## src/hdl/lfsu_pkg.sv

```systemverilog
package lfsu_pkg;

  // Configuration port geometry and register indexes
  localparam int unsigned CfgIdxW  = 2;
  localparam int unsigned CfgDataW = 16;
  localparam logic [CfgIdxW-1:0] CfgLearnRate = 2'd0;
  localparam logic [CfgIdxW-1:0] CfgRegWeight = 2'd1;

  // Register values after reset (eta and lambda, unsigned Q0.16)
  localparam logic [CfgDataW-1:0] LearnRateRst = 16'd655;
  localparam logic [CfgDataW-1:0] RegWeightRst = 16'd3277;

  // Queue depths between front and back, and in front of the result ports
  localparam int unsigned CmdQDepth = 2;
  localparam int unsigned OutQDepth = 8;
  localparam int unsigned OutCntW   = $clog2(OutQDepth + 1);

  typedef enum logic [2:0] {
    F_LOAD,
    F_ACC,
    F_ERR,
    F_GAIN,
    F_ISSUE,
    F_WAIT
  } front_state_e;

  typedef enum logic {
    B_IDLE,
    B_RUN
  } back_state_e;

  // Update coefficients for one vector: gain = eta*error (Q16.16), f1 = 1 - eta*lambda (Q1.32)
  typedef struct packed {
    logic [31:0] gain;
    logic [32:0] f1;
  } cmd_t;

  typedef struct packed {
    logic [31:0] value;
    logic        last;
  } result_t;

  // Clamp a 65-bit two's complement value to signed 32 bits
  function automatic logic [31:0] sat32(input logic [64:0] x);
    if ((&x[64:31]) || (~|x[64:31])) begin
      return x[31:0];
    end else if (x[64]) begin
      return 32'h8000_0000;
    end else begin
      return 32'h7fff_ffff;
    end
  endfunction

endpackage

```

## src/hdl/lfsu_fifo.sv

```systemverilog
module lfsu_fifo import lfsu_pkg::*; #(
  parameter int unsigned WIDTH = 8,
  parameter int unsigned DEPTH = 2,
  localparam int unsigned PtrW = (DEPTH > 1) ? $clog2(DEPTH) : 1,
  localparam int unsigned CntW = $clog2(DEPTH + 1)
) (
  input  logic             clk_i,
  input  logic             rst_ni,
  input  logic             push_i,
  input  logic [WIDTH-1:0] wdata_i,
  input  logic             pop_i,
  output logic [WIDTH-1:0] rdata_o,
  output logic             full_o,
  output logic             empty_o,
  output logic [CntW-1:0]  count_o
);

  logic [WIDTH-1:0] mem_q [DEPTH];
  logic [PtrW-1:0]  wr_ptr_q, wr_ptr_d;
  logic [PtrW-1:0]  rd_ptr_q, rd_ptr_d;
  logic [CntW-1:0]  cnt_q, cnt_d;
  logic             do_push, do_pop;

  assign full_o  = (cnt_q == CntW'(DEPTH));
  assign empty_o = (cnt_q == '0);
  assign count_o = cnt_q;
  assign rdata_o = mem_q[rd_ptr_q];

  assign do_push = push_i && !full_o;
  assign do_pop  = pop_i && !empty_o;

  // Advance pointers with wrap, track fill level
  always_comb begin
    wr_ptr_d = wr_ptr_q;
    rd_ptr_d = rd_ptr_q;
    cnt_d    = cnt_q;
    if (do_push) begin
      wr_ptr_d = (wr_ptr_q == PtrW'(DEPTH - 1)) ? '0 : wr_ptr_q + 1'b1;
    end
    if (do_pop) begin
      rd_ptr_d = (rd_ptr_q == PtrW'(DEPTH - 1)) ? '0 : rd_ptr_q + 1'b1;
    end
    if (do_push && !do_pop) begin
      cnt_d = cnt_q + 1'b1;
    end else if (do_pop && !do_push) begin
      cnt_d = cnt_q - 1'b1;
    end
  end

  always_ff @(posedge clk_i or negedge rst_ni) begin
    if (!rst_ni) begin
      wr_ptr_q <= '0;
      rd_ptr_q <= '0;
      cnt_q    <= '0;
    end else begin
      wr_ptr_q <= wr_ptr_d;
      rd_ptr_q <= rd_ptr_d;
      cnt_q    <= cnt_d;
    end
  end

  // Store the incoming transaction
  always_ff @(posedge clk_i) begin
    if (do_push) begin
      mem_q[wr_ptr_q] <= wdata_i;
    end
  end

endmodule

```

## config.mk

```make
export PLATFORM = sky130hd
export DESIGN_NAME = lfsu_fifo
export DESIGN_NICKNAME = d
export VERILOG_FILES = /design/src/hdl/lfsu_pkg.sv /design/src/hdl/lfsu_fifo.sv
export SDC_FILE = /design/constraint.sdc
export NUM_CORES = 1
export LEC_CHECK = 0
export ABC_AREA = 0
export BUFFER_PORTS_ARGS = -buffer_cell sky130_fd_sc_hd__buf_2
export CORE_MARGIN = 4
export CORE_UTILIZATION = 50
export CTS_BUF_LIST = sky130_fd_sc_hd__clkbuf_8
export DETAILED_ROUTE_END_ITERATION = 10
export PLACE_DENSITY = 0.78
export SYNTH_ARGS = -nofsm -noshare
export SYNTH_HDL_FRONTEND = slang
export SYNTH_SLANG_ARGS = --single-unit
```

## constraint.sdc

```tcl
create_clock -name clk_i -period 2.9 [get_ports clk_i]
set_input_delay 0.725 -clock clk_i [delete_from_list [all_inputs] [get_ports clk_i]]
set_output_delay 0.725 -clock clk_i [all_outputs]
set_load 0.01 [all_outputs]
```

==> metrics, run 1 <==
first-pass GRT wire length ~1800 um; Fmax achieved 483.0 MHz; area delta synth->final 22.40%; CP cell instances mux2_2 > buf_2; finished layout cell area 957.2 um2; flops & latches, synth 20; final core utilization 0.6429; drc violations 0; fin. max-slew vios 0; pin count of the biggest net entering global routing 12; CP Class flip-flop to output port; post-route antenna net violation count 0; NumNets Final 84; status finished clean; Root Driver clkbuf_8; final setup violating endpoints 0; cell taking the most area after synthesis edfxtp_1; Critical Path RT between 2 and 2.5 ns; final setup skew 0.005028 ns; row count 14; Synth top area share 0.6144; Total GRT Usage 0.1166; 1st-iter DRT viols 1; Wirelength per Cell 14.74 um; Max Cap Violations 0; Worst setup SP type flip-flop; final hold slack 0.2710 ns; Die ar. 2261 um2; CTS tree done; DRT Pass-1 Iters 4; Async SR Flop Fraction 0.2000; Post-synth EDFFs 16; Top FF cell, synth edfxtp_1; count of different cell masters after synthesis 15; cell types occupying the most area after synthesis edfxtp_1 (61%), dfrtp_1 (13%), mux2_1 (8.6%); Clock Sinks 20; die width between 40 and 50 um; initial antenna violation count 0; Synth Net Count between 50 and 60; fin cells 86; drt total wl 1268 um; Final TNS setup 0 ns; Setup WS post-layout just over 0.8 ns; post-cts resize count 0; min-delay worst type input pin to asynchronous set/reset pin; pre-CTS setup slack 1.085 ns; Worst-Skew Late Latency 0.25 ns; CTS max path bufs 2; mean post-synth cell area 17.77 um2; die height 47.55 um; Crit path largest cell delay around 0.57 ns; count leader, synth edfxtp_1; io pins 24; Fin. Hold Viols 0; most frequent cells after synthesis edfxtp_1 (16), mux2_1 (6), dfrtp_1 (4); RSZ-0062 raised after global routing false; Static Leakage just over 0.4 nW; placed inst area ~910 um2; # port buffers 23; Cells after Synth 44; # Post-CTS Setup Buffers 0; Initial Utilization 0.5252; CTS H-tree lvls 1; DR vias/cell ~5; fraction of layout cells with a size suffix above 1 0.4286; min Tclk post-route 2.070 ns; Rel. slew slack 0.5539; fin crit share 0.7139; Pwr Density 998.2 nW/um2; placed cells approximately 80; Slew @ Worst Pin 0.6667 ns; DR vias about 430; synth warn 0; core area approximately 1500 um2; cts hold-fix bufs 0; Syn Std Cell Area 782.0 um2; vias in the first global route 396; antenna cell count 0; crit path DAT 1.35 ns; routability congestion estimate from global placement 0.6151; Worst-path clk slew 0.07 ns; TritonCTS Buffers 3; Crit-path slowest cell dfrtp_1; CP max FO 9; WP buf/inv 1; total power 0.9554 mW; register area share after synthesis 0.7424; crit-path leading delay family flip-flops; grt total ovfl 0; VDD IR max 0.4912 mV; Worst Setup End Kind output port
-- sequential cells by signal (all words and copies together) (netlist names) --
register	count
count_o	2
mem_q	16
rd_ptr_q	1
wr_ptr_q	1
-- per-layer routing --
metal	up-vias	GRT usage	share of wire
met5	-	0	0
met4	0	0.03226	0
met3	0	0.03383	0.047
met2	11	0.2246	0.59
met1	213	0.1214	0.36
li1	208	-	-
-- final timing paths --
path,cells after the start,to,slack [ns],startpoint
max reg2reg,3,mem_q[0][4],1.28,count_o[0]
min in group clk_i,1,wr_ptr_q,0.53,wr_ptr_q
max in group asynchronous,1,rd_ptr_q,2.50,rst_ni
max,2,rdata_o[7],0.83,rd_ptr_q
min reg2reg,1,wr_ptr_q,0.53,wr_ptr_q
min,1,wr_ptr_q,0.27,rst_ni
-- cell usage in the layout, fill, tap and decap left out --
master / n
buf_2: 23
xnor2_2: 1
clkbuf_8: 3
nand2_2: 1
xnor2_1: 2
and3_1: 1
edfxtp_1: 16
mux2_2: 2
nor2_1: 3
mux2_1: 6
inv_1: 3
nand2b_1: 1
xor2_1: 2
ha_1: 1
o21ai_1: 1
dfrtp_1: 4
-- cells by family (layout without fill, tap and decap cells) --
logic type | Yosys count | after routing | share of synthesized area
xor gates and xnor gates | 5 | 5 | 0.06561
DFF | 20 | 20 | 0.7424
AOI/OAI and AO/OA | 1 | 1 | 0.006394
muxes | 8 | 8 | 0.1152
buffers and inverters | 3 | 29 | 0.01600
adders and majority gates | 1 | 1 | 0.01600
and+or+nand+nor | 6 | 6 | 0.03841
-- power breakdown --
part	internal, mW	switching, mW
Clock	0.0937	0.0782
Sequential	0.402	0.0671
Combinational	0.157	0.157
-- cell type report --
class	instances	area [um2]
clock buffers	3	41.29
clock inverters	1	3.754
fillers	117	531.8
inverters	2	7.507
multi-input cells	21	188.9
flip-flops and latches	20	580.6
well taps	16	20.02
repair buffers	23	115.1
(Power assumes the default switching activity.)
==> inputs of run 2 (changes only) <==
--- a/config.mk
+++ b/config.mk
@@ -8,10 +8,10 @@
 export ABC_AREA = 0
 export BUFFER_PORTS_ARGS = -buffer_cell sky130_fd_sc_hd__buf_2
 export CORE_MARGIN = 4
-export CORE_UTILIZATION = 50
+export CORE_UTILIZATION = 46
 export CTS_BUF_LIST = sky130_fd_sc_hd__clkbuf_8
 export DETAILED_ROUTE_END_ITERATION = 10
-export PLACE_DENSITY = 0.78
+export PLACE_DENSITY = 0.76
 export SYNTH_ARGS = -nofsm -noshare
 export SYNTH_HDL_FRONTEND = slang
 export SYNTH_SLANG_ARGS = --single-unit
==> constraint.sdc (replaced) <==
create_clock -name clk_i -period 1.75 [get_ports clk_i]
set_input_delay 0.4375 -clock clk_i [delete_from_list [all_inputs] [get_ports clk_i]]
set_output_delay 0.4375 -clock clk_i [all_outputs]
set_load 0.01 [all_outputs]
==> run 2 against run 1 <==
Highest routed layer is now met4. Via count rose by 1.4%. Design area is 2.0% higher. Critical path depth did not move. Clock power rose by 69%. Critical endpoint is now rdata_o[2]. Global-route usage is 0.25 points lower. Clock-buffer cell count is the same. Power grew 67%. Cell count increased by 2.3%. Register-to-register slack got worse by 1.0 ns. Sequential cell count did not move. Worst setup slack worse by 0.75 ns.
==> metrics, run 2 (same netlist as run 1, synthesis figures left out) <==
Worst R2R Path Depth 6 (+3); fin crit share 0.9518; Seq pwr share 0.485 (-0.006); NumNets Final 86 (+2.4%); pin count of the biggest net entering global routing 12 (unchanged); DR vias/cell 4.977 (-0.92%); Wirelength per Cell 13.49 um (-8.5%); routability congestion estimate from global placement 0.7075 (+15%); post-route antenna net violation count 0 (unchanged); VDD IR max 0.8211 mV (+67%); Clock Sinks 20 (unchanged); die height 49.23 um (+3.5%); CTS H-tree lvls 1 (unchanged); placed cells 83 (+1.2%); area delta synth->final 24.80%; Total GRT Usage 0.1141 (-0.002508); fin cells 88 (+2.3%); # port buffers 23 (unchanged); CP Class flip-flop to output port; Rel. slew slack 0.7388 (+0.1849); Fmax achieved 600.3 MHz; Final TNS setup 0 ns (unchanged); Pwr Density 1631 nW/um2 (+63%); first-pass GRT wire length 2001 um (+14%); Worst Setup End Kind output port; DRT Pass-1 Iters 3 (-1); 1st-iter DRT viols 3 (+2); Setup WS post-layout 0.08430 ns (-0.7453 ns); Clock power frac 0.183 (+0.003); die width 49.23 um (+3.5%); Fin. Hold Viols 0 (unchanged); io pins 24 (unchanged); Hold Path Depth 1; core area 1559 um2 (+4.7%); DP HPWL 861.7 um; row count 14 (unchanged); Static Leakage 0.4137 nW (+1.1%); Worst-Skew Late Latency 0.25 ns (about the same); Die ar. 2424 um2 (+7.2%); combinational group share of total power 0.333 (+0.004); most frequent cells in the layout buf_2 (23), edfxtp_1 (16), mux2_1 (6); Worst-path clk slew 0.07 ns (about the same); min-delay worst type input pin to flip-flop; final setup skew 0.002646 ns (-0.002382 ns); Sw Ratio 0.3119 (-0.004966); pre-CTS setup slack 0.2380 ns (-0.8467 ns); number of flip-flops in the largest register 16 (unchanged); status finished clean; crit path DAT 1.23 ns (-0.12 ns); CP max FO 9 (unchanged); antenna cell count 0 (unchanged); CTS max path bufs 2 (unchanged); most flop-heavy register mem_q; TritonCTS Buffers 3 (unchanged); # Post-CTS Setup Buffers 0 (unchanged); min Tclk post-route 1.666 ns; RSZ-0062 raised after global routing false; total power 1.592 mW (+67%); Slew @ Worst Pin 0.3918 ns (-0.2749 ns); fraction of layout cells with a size suffix above 1 0.4444 (+0.01587); switching pwr 0.4964 mW (+64%); Initial Utilization 0.5016 (-0.02360); initial antenna violation count 0 (unchanged); drc violations 0 (unchanged); Root Driver clkbuf_8; most common cell after layout, fill and taps aside buf_2; final setup violating endpoints 0 (unchanged); fin. max-slew vios 0 (unchanged); CTS tree done; drt total wl 1187 um (-6.4%); grt total ovfl 0 (unchanged); Max Cap Violations 0 (unchanged); DR vias 438 (+1.4%); vias in the first global route 458 (+16%); Critical Path RT 1.31 ns (-0.86 ns); Int Power 1.095 mW (+68%); Worst setup SP type flip-flop
run 2: cell types whose count changed in the layout (fill, tap and decap cells not counted):
| cell | before | now |
|---|---|---|
| inv_1 | 3 | 2 |
| dfrtp_1 | 4 | 3 |
| clkinv_1 | 0 | 1 |
| buf_4 | 0 | 1 |
| dlygate4sd3_1 | 0 | 1 |
| dfrtp_2 | 0 | 1 |
run 2: power groups by stage:
stage / Sequential (mW) / Combinational [mW] / Clock [mW]
after floorplan: 0.743 / 0.375 / 0
after global placement: 0.779 / 0.529 / 0
after detailed placement: 0.781 / 0.538 / 0
after CTS: 0.774 / 0.543 / 0.302
after global routing: 0.796 / 0.592 / 0.319
final: 0.771 / 0.529 / 0.291
run 2: metrics by stage:
step,hold slack [ns],cell area [um2],utilization
3_5_place_dp,0.2525,919.6,0.5899
4_1_cts,0.3654,975.9,0.6260
3_3_place_gp,0.2493,919.6,0.5899
5_1_grt,0.3644,975.9,0.6260
2_1_floorplan,0.1419,782.0,-
6_report,0.3724,975.9,0.6260
run 2: repair_timing:
action | 4_1_cts | 5_1_grt
hold buffers | 1 | 0
endpoints found under the hold margin | 4 | 0
resized for setup | 1 | 0
endpoints found under the setup margin | 8 | 0
run 2: worst max-delay path, stage by stage (launching register included):
cell and delay, ns:
dfrtp_2 0.48, mux2_2 0.36, buf_2 0.14
run 2: cell type report:
cell class / instances / area, um2
clock inverter: 1 / 3.754
sequential: 20 / 581.8
tap: 16 / 20.02
inverter: 2 / 7.507
fill: 123 / 583.1
multi-input combinational: 21 / 188.9
clock buffer: 3 / 41.29
timing repair buffer: 25 / 132.6
run 2: path summary, 6_finish.rpt:
kind                       startpoint          end  slack, ns
max                          rd_ptr_q   rdata_o[2]       0.08
max in group asynchronous      rst_ni     rd_ptr_q       1.07
max reg2reg                count_o[0]   count_o[1]       0.28
min in group asynchronous      rst_ni     wr_ptr_q       0.55
min                        wdata_i[4]  mem_q[1][4]       0.37
min reg2reg                  wr_ptr_q     wr_ptr_q       0.52
run 2: metal layers:
metal,GRT usage,part of all wire,up-vias
li1,-,-,213
met5,0,0,-
met2,0.2054,0.54,12
met1,0.1146,0.39,211
met4,0.05687,0.0067,0
met3,0.03976,0.059,2
